<file path="src/rtl/core/rtg_pkg.sv">
package rtg_pkg;

	localparam int TempW    = 8;
	localparam int VoltW    = 9;
	localparam int CurrW    = 16;
	localparam int ModeW    = 4;
	localparam int ReqW     = 3;
	localparam int CfgIdxW  = 3;
	localparam int CfgDataW = 16;
	localparam int InDataW  = 40;
	localparam int OutDataW = 8;

	localparam logic [ReqW-1:0] REQ_TICK      = 3'd0;
	localparam logic [ReqW-1:0] REQ_ARM       = 3'd1;
	localparam logic [ReqW-1:0] REQ_DISARM    = 3'd2;
	localparam logic [ReqW-1:0] REQ_RELAY_OFF = 3'd3;
	localparam logic [ReqW-1:0] REQ_RELAY_ON  = 3'd4;

	localparam logic [ModeW-1:0] MODE_OFF     = 4'd0;
	localparam logic [ModeW-1:0] MODE_HEAT    = 4'd1;
	localparam logic [ModeW-1:0] MODE_COOL    = 4'd2;
	localparam logic [ModeW-1:0] MODE_IN      = 4'd3;
	localparam logic [ModeW-1:0] MODE_OUT     = 4'd4;
	localparam logic [ModeW-1:0] MODE_W_HEAT  = 4'd5;
	localparam logic [ModeW-1:0] MODE_W_COOL  = 4'd6;
	localparam logic [ModeW-1:0] MODE_W_IN    = 4'd7;
	localparam logic [ModeW-1:0] MODE_W_OUT   = 4'd8;
	localparam logic [ModeW-1:0] MODE_FILL    = 4'd9;
	localparam logic [ModeW-1:0] MODE_DRAIN   = 4'd10;

	localparam logic [1:0] LEAK_S1     = 2'd0;
	localparam logic [1:0] LEAK_S2     = 2'd1;
	localparam logic [1:0] LEAK_EITHER = 2'd2;
	localparam logic [1:0] LEAK_BOTH   = 2'd3;

	localparam logic [1:0] BASE_HEAT = 2'd0;
	localparam logic [1:0] BASE_COOL = 2'd1;
	localparam logic [1:0] BASE_IN   = 2'd2;
	localparam logic [1:0] BASE_OUT  = 2'd3;

	localparam logic [CfgIdxW-1:0] CFG_MODE       = 3'd0;
	localparam logic [CfgIdxW-1:0] CFG_LEAK_SRC   = 3'd1;
	localparam logic [CfgIdxW-1:0] CFG_LEVEL_SEL  = 3'd2;
	localparam logic [CfgIdxW-1:0] CFG_TEMP_LOW   = 3'd3;
	localparam logic [CfgIdxW-1:0] CFG_TEMP_HIGH  = 3'd4;
	localparam logic [CfgIdxW-1:0] CFG_VOLT_LOW   = 3'd5;
	localparam logic [CfgIdxW-1:0] CFG_VOLT_HIGH  = 3'd6;
	localparam logic [CfgIdxW-1:0] CFG_CURR_LIMIT = 3'd7;

	typedef struct packed {
		logic drv;
		logic val;
	} relay_act_t;

endpackage

</file>
<file path="src/rtl/core/relay_thermostat_leak_guard.sv">
// Channel  Direction  Payload (lowest bit first)
// s_axis   in         tuser: req_type; tdata: temperature, sensor1_level,
//                     sensor2_level, voltage, current_ma, link_ready
// m_axis   out        tdata: relay_on, relay_reported, guard_cleared, guard_armed
// cfg      in         cfg_wen, cfg_index, cfg_data
//
// One beat is taken per clock while the output register is empty or m_axis_tready is high;
// its result is registered in the output register.
// The relay and guard state update in the same edge that accepts the beat.
// A stalled output holds its beat and blocks input only while it is full.
// Reset clears the relay, the guard, the output valid and the configuration to zero.
module relay_thermostat_leak_guard (
	input  logic                                clk,
	input  logic                                arst_n,
	input  logic                                s_axis_tvalid,
	output logic                                s_axis_tready,
	// temperature, sensor1_level, sensor2_level, voltage, current_ma, link_ready
	input  logic [rtg_pkg::InDataW-1:0]         s_axis_tdata,
	// req_type
	input  logic [rtg_pkg::ReqW-1:0]            s_axis_tuser,
	output logic                                m_axis_tvalid,
	input  logic                                m_axis_tready,
	// relay_on, relay_reported, guard_cleared, guard_armed
	output logic [rtg_pkg::OutDataW-1:0]        m_axis_tdata,
	input  logic                                cfg_wen,
	input  logic [rtg_pkg::CfgIdxW-1:0]         cfg_index,
	input  logic [rtg_pkg::CfgDataW-1:0]        cfg_data
);

	logic [rtg_pkg::ModeW-1:0]         mode_q;
	logic [1:0]                        leak_src_q;
	logic [1:0]                        level_sel_q;
	logic signed [rtg_pkg::TempW-1:0]  temp_low_q;
	logic signed [rtg_pkg::TempW-1:0]  temp_high_q;
	logic [rtg_pkg::VoltW-1:0]         volt_low_q;
	logic [rtg_pkg::VoltW-1:0]         volt_high_q;
	logic [rtg_pkg::CurrW-1:0]         curr_limit_q;

	logic relay_q, guard_q;
	logic out_valid_q;
	logic [3:0] out_data_q;

	logic signed [rtg_pkg::TempW-1:0] temp;
	logic w1, w2, link, wet, low_wet, high_dry;
	logic [rtg_pkg::VoltW-1:0] volt;
	logic [rtg_pkg::CurrW-1:0] curr;
	logic [rtg_pkg::ModeW-1:0] base_code;
	rtg_pkg::relay_act_t base_act;
	logic relay_n, guard_n, rep_n, clr_n;
	logic in_accept;

	function automatic rtg_pkg::relay_act_t base_eval(
		input logic [1:0]                       sel,
		input logic signed [rtg_pkg::TempW-1:0] t,
		input logic signed [rtg_pkg::TempW-1:0] lo,
		input logic signed [rtg_pkg::TempW-1:0] hi
	);
		rtg_pkg::relay_act_t act;
		logic in_win;
		in_win = (lo <= t) && (t <= hi);
		act = '0;
		unique case (sel)
			rtg_pkg::BASE_HEAT: begin
				if (t >= hi) begin
					act = '{drv: 1'b1, val: 1'b0};
				end else if (t < lo) begin
					act = '{drv: 1'b1, val: 1'b1};
				end
			end
			rtg_pkg::BASE_COOL: begin
				if (t <= lo) begin
					act = '{drv: 1'b1, val: 1'b0};
				end else if (t >= hi) begin
					act = '{drv: 1'b1, val: 1'b1};
				end
			end
			rtg_pkg::BASE_IN:  act = '{drv: 1'b1, val: in_win};
			rtg_pkg::BASE_OUT: act = '{drv: 1'b1, val: !in_win};
			default: act = '0;
		endcase
		return act;
	endfunction

	assign temp = s_axis_tdata[7:0];
	assign w1   = !s_axis_tdata[8];
	assign w2   = !s_axis_tdata[9];
	assign volt = s_axis_tdata[18:10];
	assign curr = s_axis_tdata[34:19];
	assign link = s_axis_tdata[35];

	always_comb begin
		unique case (leak_src_q)
			rtg_pkg::LEAK_S1:     wet = w1;
			rtg_pkg::LEAK_S2:     wet = w2;
			rtg_pkg::LEAK_EITHER: wet = w1 || w2;
			default:              wet = w1 && w2;
		endcase
	end

	assign low_wet  = level_sel_q[0] ? w2 : w1;
	assign high_dry = level_sel_q[1] ? !w2 : !w1;

	// Gated modes reuse the base evaluation with the code shifted down by four.
	assign base_code = (mode_q >= rtg_pkg::MODE_W_HEAT) ? mode_q - rtg_pkg::MODE_W_HEAT
	                                                    : mode_q - rtg_pkg::MODE_HEAT;
	assign base_act  = base_eval(base_code[1:0], temp, temp_low_q, temp_high_q);

	always_comb begin
		relay_n = relay_q;
		guard_n = guard_q;
		rep_n   = 1'b0;
		clr_n   = 1'b0;
		unique case (s_axis_tuser)
			rtg_pkg::REQ_ARM:       guard_n = 1'b1;
			rtg_pkg::REQ_DISARM:    guard_n = 1'b0;
			rtg_pkg::REQ_RELAY_OFF: relay_n = 1'b0;
			rtg_pkg::REQ_RELAY_ON:  relay_n = 1'b1;
			rtg_pkg::REQ_TICK: begin
				if (link) begin
					if (volt != '0) begin
						if (volt >= volt_high_q || volt <= volt_low_q || curr >= curr_limit_q) begin
							relay_n = 1'b0;
							rep_n   = 1'b1;
						end
					end
					if (guard_q && wet) begin
						relay_n = 1'b0;
						rep_n   = 1'b1;
					end
					case (mode_q) inside
						[rtg_pkg::MODE_W_HEAT:rtg_pkg::MODE_DRAIN]: begin
							if (guard_q) begin
								guard_n = 1'b0;
								clr_n   = 1'b1;
							end
						end
						default: ;
					endcase
					case (mode_q) inside
						[rtg_pkg::MODE_HEAT:rtg_pkg::MODE_OUT]: begin
							if (base_act.drv) begin
								relay_n = base_act.val;
								rep_n   = 1'b1;
							end
						end
						[rtg_pkg::MODE_W_HEAT:rtg_pkg::MODE_W_OUT]: begin
							if (wet && base_act.drv) begin
								relay_n = base_act.val;
								rep_n   = 1'b1;
							end
						end
						rtg_pkg::MODE_FILL: begin
							if (low_wet) begin
								relay_n = high_dry;
								rep_n   = 1'b1;
							end
						end
						rtg_pkg::MODE_DRAIN: begin
							if (low_wet) begin
								relay_n = !high_dry;
								rep_n   = 1'b1;
							end
						end
						default: ;
					endcase
				end
			end
			default: ;
		endcase
	end

	assign s_axis_tready = !out_valid_q || m_axis_tready;
	assign in_accept     = s_axis_tvalid && s_axis_tready;

	always_ff @(posedge clk or negedge arst_n) begin
		if (!arst_n) begin
			mode_q       <= '0;
			leak_src_q   <= '0;
			level_sel_q  <= '0;
			temp_low_q   <= '0;
			temp_high_q  <= '0;
			volt_low_q   <= '0;
			volt_high_q  <= '0;
			curr_limit_q <= '0;
		end else if (cfg_wen) begin
			unique case (cfg_index)
				rtg_pkg::CFG_MODE:       mode_q       <= cfg_data[rtg_pkg::ModeW-1:0];
				rtg_pkg::CFG_LEAK_SRC:   leak_src_q   <= cfg_data[1:0];
				rtg_pkg::CFG_LEVEL_SEL:  level_sel_q  <= cfg_data[1:0];
				rtg_pkg::CFG_TEMP_LOW:   temp_low_q   <= cfg_data[rtg_pkg::TempW-1:0];
				rtg_pkg::CFG_TEMP_HIGH:  temp_high_q  <= cfg_data[rtg_pkg::TempW-1:0];
				rtg_pkg::CFG_VOLT_LOW:   volt_low_q   <= cfg_data[rtg_pkg::VoltW-1:0];
				rtg_pkg::CFG_VOLT_HIGH:  volt_high_q  <= cfg_data[rtg_pkg::VoltW-1:0];
				default:                 curr_limit_q <= cfg_data;
			endcase
		end
	end

	always_ff @(posedge clk or negedge arst_n) begin
		if (!arst_n) begin
			relay_q     <= 1'b0;
			guard_q     <= 1'b0;
			out_valid_q <= 1'b0;
		end else begin
			if (in_accept) begin
				relay_q     <= relay_n;
				guard_q     <= guard_n;
				out_valid_q <= 1'b1;
			end else if (m_axis_tready) begin
				out_valid_q <= 1'b0;
			end
		end
	end

	always_ff @(posedge clk) begin
		if (in_accept) begin
			out_data_q <= {guard_n, clr_n, rep_n, relay_n};
		end
	end

	assign m_axis_tvalid = out_valid_q;
	assign m_axis_tdata  = {{(rtg_pkg::OutDataW-4){1'b0}}, out_data_q};

`ifndef SYNTH
	a_state_matches_out: assert property (@(posedge clk) disable iff (!arst_n)
		out_valid_q |-> (out_data_q[0] == relay_q && out_data_q[3] == guard_q))
		else $error("held beat disagrees with relay or guard state");

	a_clear_disarms: assert property (@(posedge clk) disable iff (!arst_n)
		out_valid_q && out_data_q[2] |-> !out_data_q[3])
		else $error("guard cleared but still armed");

	a_arm_sets_guard: assert property (@(posedge clk) disable iff (!arst_n)
		in_accept && s_axis_tuser == rtg_pkg::REQ_ARM |=> guard_q)
		else $error("arm command did not arm the guard");

	a_cmd_no_flags: assert property (@(posedge clk) disable iff (!arst_n)
		in_accept && s_axis_tuser != rtg_pkg::REQ_TICK |=> out_data_q[2:1] == 2'b00)
		else $error("non-tick beat raised a flag");

	a_ready_when_empty: assert property (@(posedge clk) disable iff (!arst_n)
		!out_valid_q |-> s_axis_tready)
		else $error("input stalled with an empty output register");
`endif

endmodule
</file>
<file path="config.mk">
export PLATFORM = sky130hd
export DESIGN_NAME = relay_thermostat_leak_guard
export DESIGN_NICKNAME = d
export VERILOG_FILES = /design/src/rtl/core/rtg_pkg.sv /design/src/rtl/core/relay_thermostat_leak_guard.sv
export SDC_FILE = /design/constraint.sdc
export NUM_CORES = 1
export LEC_CHECK = 0
export BUFFER_PORTS_ARGS = -buffer_cell sky130_fd_sc_hd__buf_2
export CORE_UTILIZATION = 35
export CTS_CLUSTER_SIZE = 25
export DETAILED_ROUTE_END_ITERATION = 12
export GPL_TIMING_DRIVEN = 0
export SLEW_MARGIN = 30
export SYNTH_ARGS = -nofsm -noshare
export SYNTH_HDL_FRONTEND = slang
export SYNTH_SLANG_ARGS = --single-unit
</file>
<file path="constraint.sdc">
create_clock -name clk -period 3.2 [get_ports clk]
set_input_delay 0.48 -clock clk [delete_from_list [all_inputs] [get_ports clk]]
set_output_delay 0.48 -clock clk [all_outputs]
set_load 0.02 [all_outputs]
</file>
### Word-level counts from Yosys, hierarchy flattened

Index checks and enable logic that the tools add are counted.

* register bits: 65
* bits in latches: 0
* memory bits (writable): 0
* memory bits (read-only): 0
* bits of input ports: 67
* output and inout port bits: 10
* word-level logic and storage cells: 119
* memories kept: 0

* add/subtract/negate cells: 2
* $mul: 0
* div/mod/pow operators: 0
* $lt $le $gt $ge: 13
* equality and inequality tests: 17
* shift operators: 0
* muxes and demuxes: 38
* bitwise gates (word level): 1
* reduce and logical (&&, ||, !) cells: 34

Operators with widths (number)
* $mux 1: 29
* $le 8x8->1: 3
* $reduce_and 2->1: 9
* $ge 16x16->1: 1
* $eq 3x2->1 const B: 4
* $eq 3x3->1 const B: 4
* $mux 2: 5
* $ge 9x9->1: 1
* $le 9x9->1: 1
* $pmux 1 s3: 3
* $reduce_bool 9->1: 1
* $eq 4x4->1 const B: 2
* $ge 8x8->1: 1
* $le 4x4->1 const B: 2
* $logic_and 1x1->1: 8
* $lt 8x8->1: 1
* $pmux 2 s4: 1
* $reduce_or 7->1: 1
* $eq 2x2->1 const B: 3
* $eq 3x1->1 const B: 2
* $logic_not 3->1: 2
* $logic_not 1->1: 5
* $eq 2x1->1 const B: 2
* $ge 4x1->1 const B: 1
* other kinds (8): 13

### Longest topological paths before layout

* depth in word-level cells: 13
* gate-level depth with buffers: 12
* gate-level depth less buffers: 11

### Worst setup path after synthesis

Ideal clock, no wire load.

* path type: input port to flip-flop
* start: input s_axis_tdata[5] (netlist name)
* end: register out_data_q[0] (data pin)
* library setup time: 261 ps
* arrival time: 2717 ps
* setup slack: 223 ps
* cell stages on the path: 10
* path through: ha_1 > a21o_1 > a2111oi_4 > nor3_1 > or3_1 > o21a_1 > a311o_1 > a211oi_2 > nor4_1 > o21bai_1

* longest elaborated chain between the ends: 10
* elaborated cells between the ends (all ways): 19
* those cells by class: order compare: 5; mux: 11; reduce/logical: 3

Ends and longest elaborated chain
* start: declaration: line relay_thermostat_leak_guard.sv:18 `input logic [rtg_pkg::InDataW-1:0] s_axis_tdata,`
* $ge 8x8->1 / $lt 8x8->1 (equally long branches): line relay_thermostat_leak_guard.sv:64, relay_thermostat_leak_guard.sv:73, relay_thermostat_leak_guard.sv:66
* $mux 2 (on tied branches): line relay_thermostat_leak_guard.sv:73, relay_thermostat_leak_guard.sv:66
* $mux 2 (on tied branches): line relay_thermostat_leak_guard.sv:71, relay_thermostat_leak_guard.sv:64
* $pmux 2 s4 *: line relay_thermostat_leak_guard.sv:62 `unique case (sel)`
* $logic_and 1x1->1: line relay_thermostat_leak_guard.sv:147 `if (wet && base_act.drv) begin`
* $mux 1: line relay_thermostat_leak_guard.sv:147
* $mux 1: line relay_thermostat_leak_guard.sv:139 `case (mode_q) inside`
* $mux 1 *: line relay_thermostat_leak_guard.sv:139
* $mux 1 *: line relay_thermostat_leak_guard.sv:119 `if (link) begin`
* $pmux 1 s3 *: line relay_thermostat_leak_guard.sv:113 `unique case (s_axis_tuser)`
* named net relay_n: line relay_thermostat_leak_guard.sv:49 `logic relay_n, guard_n, rep_n, clr_n;`
* end signal: assignment: line relay_thermostat_leak_guard.sv:217 `out_data_q <= {guard_n, clr_n, rep_n, relay_n};`
* end: declaration: line relay_thermostat_leak_guard.sv:41 `logic [3:0] out_data_q;`

The timed path passes the listed nets; every way through them passes the cells marked *.
A chain may end at the register's enable or synchronous reset.

### Worst setup path after layout

* start: register temp_high_q[5] (netlist name)
* end: register out_data_q[0] (data pin)

* longest elaborated chain between the ends: 10
* elaborated cells between the ends (all ways): 15
* those cells by class: order compare: 2; mux: 10; reduce/logical: 3

Ends and longest elaborated chain
* start: declaration: line relay_thermostat_leak_guard.sv:34 `logic signed [rtg_pkg::TempW-1:0] temp_high_q;`
* start signal: assignment: line relay_thermostat_leak_guard.sv:191 `rtg_pkg::CFG_TEMP_HIGH: temp_high_q <= cfg_data[rtg_pkg::TempW-1:0];`
* $ge 8x8->1: line relay_thermostat_leak_guard.sv:64, relay_thermostat_leak_guard.sv:73
* $mux 2: line relay_thermostat_leak_guard.sv:73 `end else if (t >= hi) begin`
* $mux 2: line relay_thermostat_leak_guard.sv:71 `if (t <= lo) begin`
* $pmux 2 s4 *: line relay_thermostat_leak_guard.sv:62
* $logic_and 1x1->1: line relay_thermostat_leak_guard.sv:147
* $mux 1: line relay_thermostat_leak_guard.sv:147
* $mux 1: line relay_thermostat_leak_guard.sv:139
* $mux 1 *: line relay_thermostat_leak_guard.sv:139
* $mux 1 *: line relay_thermostat_leak_guard.sv:119
* $pmux 1 s3 *: line relay_thermostat_leak_guard.sv:113
* named net relay_n: line relay_thermostat_leak_guard.sv:49

Marks and branches as above.

==> metrics.md <==
| Metric | Value |
|---|---|
| Top-level port count | `77` |
| Async set-reset flop share out of synthesis | `0.9385` |
| Final weighted congestion in routability-driven placement | `around 0.8` |
| Core Footprint | `between 10,000 and 15,000 um^2` |
| Synth-to-Final Area Change | `19.70%` |
| Power density relative to cell area | `between 600 and 700 nW/um^2` |
| Crit Reg-Reg Endpoint | `out_data_q[0]` |
| Ys Warns | `0` |
| Highest-count cells in the layout ignoring fill and taps | `sky130_fd_sc_hd__buf_2 (63), sky130_fd_sc_hd__dfrtp_1 (61), sky130_fd_sc_hd__inv_1 (57)` |
| Count of pins over their slew limit | `0` |
| Number of storage elements in the synthesis netlist | `between 60 and 70` |
| Synth top area share | `0.3555` |
| Leading cell type in the layout, fill and taps excluded | `sky130_fd_sc_hd__buf_2` |
| Critical path capture point type | `flip-flop` |
| Fraction of layout instances using a drive strength above 1 | `0.2715` |
| TritonCTS clock tree | `built` |
| Routed Antenna Nets | `0` |
| Syn Inst Count | `429` |
| Root Buffer Master | `sky130_fd_sc_hd__clkbuf_16` |
| Crit-path leading delay family | `compound AO/OA/AOI/OAI gates` |
| Main area contributors after synthesis | `sky130_fd_sc_hd__dfrtp_1 (36%), sky130_fd_sc_hd__ha_1 (16%), sky130_fd_sc_hd__mux2_2 (13%)` |
| GRT Total Usage | `0.1621` |
| Count of nets after finishing | `630` |
| Simple-gate portion of the synthesized area | `0.1273` |
| Effective utilization at floorplan | `0.3590` |
| Setup slack after placement | `-0.1143 ns` |
| Fraction of the yosys area taken by sequential cells | `0.3834` |
| Number of maximum-capacitance violations | `0` |
| Die ar. | `between 10,000 and 15,000 um^2` |
| Setup repair after global routing missed its margin | `false` |
| Bufs on Longest Clock Path | `2` |
| Synthesized-area fraction occupied by xor and xnor cells | `0.002040` |
| Count of instances resized after the clock tree is built | `0` |
| Number of H-tree levels | `3` |
| Library cells used by synthesis | `49` |
| Area share of fa/ha/maj cells after synthesis | `0.1632` |
| Routed wire per std cell | `14.49 um` |
| Via-per-instance ratio | `5.046` |
| Vertical die dimension | `112.8 um` |
| Status | `finished clean` |
| Highest ir drop seen on vdd | `approximately 0.22 mV` |
| Largest stage delay, worst path | `around 0.39 ns` |
| Highest-delay cell along the critical path | `sky130_fd_sc_hd__or3_1` |
| Largest area contributor in the synthesized netlist | `sky130_fd_sc_hd__dfrtp_1` |
| Leakage | `approximately 0.0025 uW` |
| Total via count after detailed routing | `between 3,000 and 4,000` |
| Post-Synthesis Cell Area | `~4300 um^2` |
| Number of buffers added on ports | `between 60 and 70` |
| Placement row count | `40` |
| Worst-case setup margin in the final layout | `about 0.19 ns` |
| Pin count of the biggest net entering global routing | `62` |
| Mux share of post-synthesis cell area | `0.1311` |
| Worst relative slew slack | `0.4338` |
| Setup violations, final | `0` |
| EDFF count, synth | `4` |
| Critical Path AT | `~3 ns` |
| Final hold violation count | `0` |
| # clock sinks | `65` |
| Detailed router's first-iteration violation count | `approximately 110` |
| Internal reg-to-reg setup slack | `around 0.19 ns` |
| Hold Path Class | `input pin to async pin` |
| Syn Area/Cell | `10.01 um^2` |
| Total buffers and inverters traversed by the critical path | `1` |
| Required time of the critical path | `about 3.3 ns` |
| Vias in the first global route | `between 3,000 and 4,000` |
| Series of cell instances along the critical path | `inv_1 -> ha_1 -> a21o_1 -> a2111oi_4 -> nor3_1 -> or3_1 -> o21a_1 -> a311o_1 -> a211oi_2 -> nor4_1 -> o21bai_1` |
| Skew-Pair Late Insertion Delay | `roughly 0.33 ns` |
| Start of the worst register-to-register path | `temp_high_q[5]` |
| Half-perimeter wire length of the detailed placement result | `~7.4 mm` |
| Type of the worst setup path | `flip-flop to flip-flop` |
| Die Span X | `approximately 110 um` |
| Global-route wire length before repair | `between 15 and 20 mm` |
| Prevailing post-synth register cell | `sky130_fd_sc_hd__dfrtp_1` |
| TritonRoute pass-1 iters | `4` |
| Number of antenna violations at the first check in global routing | `0` |
| Worst Tran Pin Value | `approximately 0.84 ns` |
| Critical path startpoint category | `flip-flop` |
| Diode count | `0` |
| Final worst path period need | `between 3 and 4 ns` |
| Total clock buffers created by CTS | `9` |
| GR Overflow Total | `0` |
| Main combinational cell family by area after synthesis | `adder cells` |
| Achievable frequency | `about 0.33 GHz` |
| Routed WL | `~9.5 mm` |
| R2R depth | `11` |
| Drt drc | `0` |
| Fin crit share | `0.9407` |
| Highest net fanout along the worst path | `3` |
| Clock transition at the register clock pins on the worst setup and hold paths after CTS | `0.06 ns` |
| Compound-cell area share of the yosys netlist | `0.1291` |
| Setup TNS | `0 ns` |
| Clock skew | `~0.0033 ns` |
## synthesized netlist by cell type (2+ instances only)
cell,instances
sky130_fd_sc_hd__nand4b_1,4
sky130_fd_sc_hd__buf_4,4
sky130_fd_sc_hd__a211oi_1,4
sky130_fd_sc_hd__nand2_1,32
sky130_fd_sc_hd__o21bai_1,2
sky130_fd_sc_hd__clkbuf_1,7
sky130_fd_sc_hd__nor2_1,14
sky130_fd_sc_hd__a31oi_1,2
sky130_fd_sc_hd__nor2b_1,7
sky130_fd_sc_hd__nand2b_1,7
sky130_fd_sc_hd__o211ai_1,2
sky130_fd_sc_hd__ha_1,56
sky130_fd_sc_hd__inv_1,57
sky130_fd_sc_hd__edfxtp_1,4
sky130_fd_sc_hd__o31ai_1,3
sky130_fd_sc_hd__a21oi_1,21
sky130_fd_sc_hd__dfrtp_1,61
sky130_fd_sc_hd__o21a_1,4
sky130_fd_sc_hd__nor4_1,2
sky130_fd_sc_hd__nor3b_1,6
sky130_fd_sc_hd__mux2_2,50
sky130_fd_sc_hd__o21ai_0,22
sky130_fd_sc_hd__a21o_1,7
sky130_fd_sc_hd__or3_1,3
sky130_fd_sc_hd__nand4_1,9
sky130_fd_sc_hd__nor3_1,10
sky130_fd_sc_hd__nand3_1,7
## routing by layer
layer  GRT usage  share of wire
met2      0.2700           0.47
met3     0.03482          0.030
met4     0.05600          0.016
met1      0.2086           0.48
met5           0              0
## timing repair
action                     in CTS  in global routing
buffers inserted                0                  0
hold endpoints to repair        0                  0
hold buffers                    0                  0
setup endpoints to repair       0                  1
## flip-flops by register name, summed over array words and instances (netlist names), 2 cells and up
register,count
curr_limit_q,16
volt_high_q,9
volt_low_q,9
temp_high_q,8
temp_low_q,8
mode_q,4
out_data_q,4
leak_src_q,2
level_sel_q,2
## kinds of logic after synthesis
kind of cell             count (synthesis)
AO/OA/AOI/OAI                           83
XOR/XNOR                                 1
adder cells (fa/ha/maj)                 56
buffers and inverters                   68
flip-flops                              65
multiplexers                            50
other                                    1
AND/OR/NAND/NOR                        105
## stage by stage
stage	area (um^2)	std cells	util	hold WS [ns]	power (uW)
detailed placement	4812	643	0.4023	0.4933	2053
global placement	4810	643	0.4021	0.4884	2007
global route	5140	659	0.4297	0.3019	3340
floorplan	4305	432	-	0.1844	1788
CTS	5140	659	0.4297	0.2657	3145
finish	5140	659	0.4297	0.2221	3114
## cell type report
class | count | area (um^2)
Timing Repair Buffer | 64 | 322.8
Inverter | 57 | 214.0
Clock inverter | 6 | 88.84
Tap cell | 147 | 183.9
Fill cell | 1142 | 6822
Multi-Input combinational cell | 299 | 2389
Buffer | 11 | 56.30
Clock buffer | 10 | 239.0
Sequential cell | 65 | 1647
## how the worst max path moves through the flow
stage | start | to | slack [ns] | depth (start not counted)
finish | temp_high_q[5] | out_data_q[0] | 0.19 | 11
detailed placement | s_axis_tdata[5] | out_data_q[0] | -0.11 | 11
global route | temp_high_q[5] | out_data_q[0] | 0.03 | 11
global placement | s_axis_tdata[5] | out_data_q[0] | -0.07 | 11
floorplan | s_axis_tdata[5] | out_data_q[0] | 0.22 | 10
CTS | temp_high_q[5] | out_data_q[0] | 0.12 | 11
## where the power goes
group          switching, uW  total (uW)  internal [uW]  leakage (uW)
clock network            368        1070            706      0.000163
registers               95.1        1100           1010      0.000767
logic                    498         939            441       0.00155
Power figures use the tool's default switching activity.
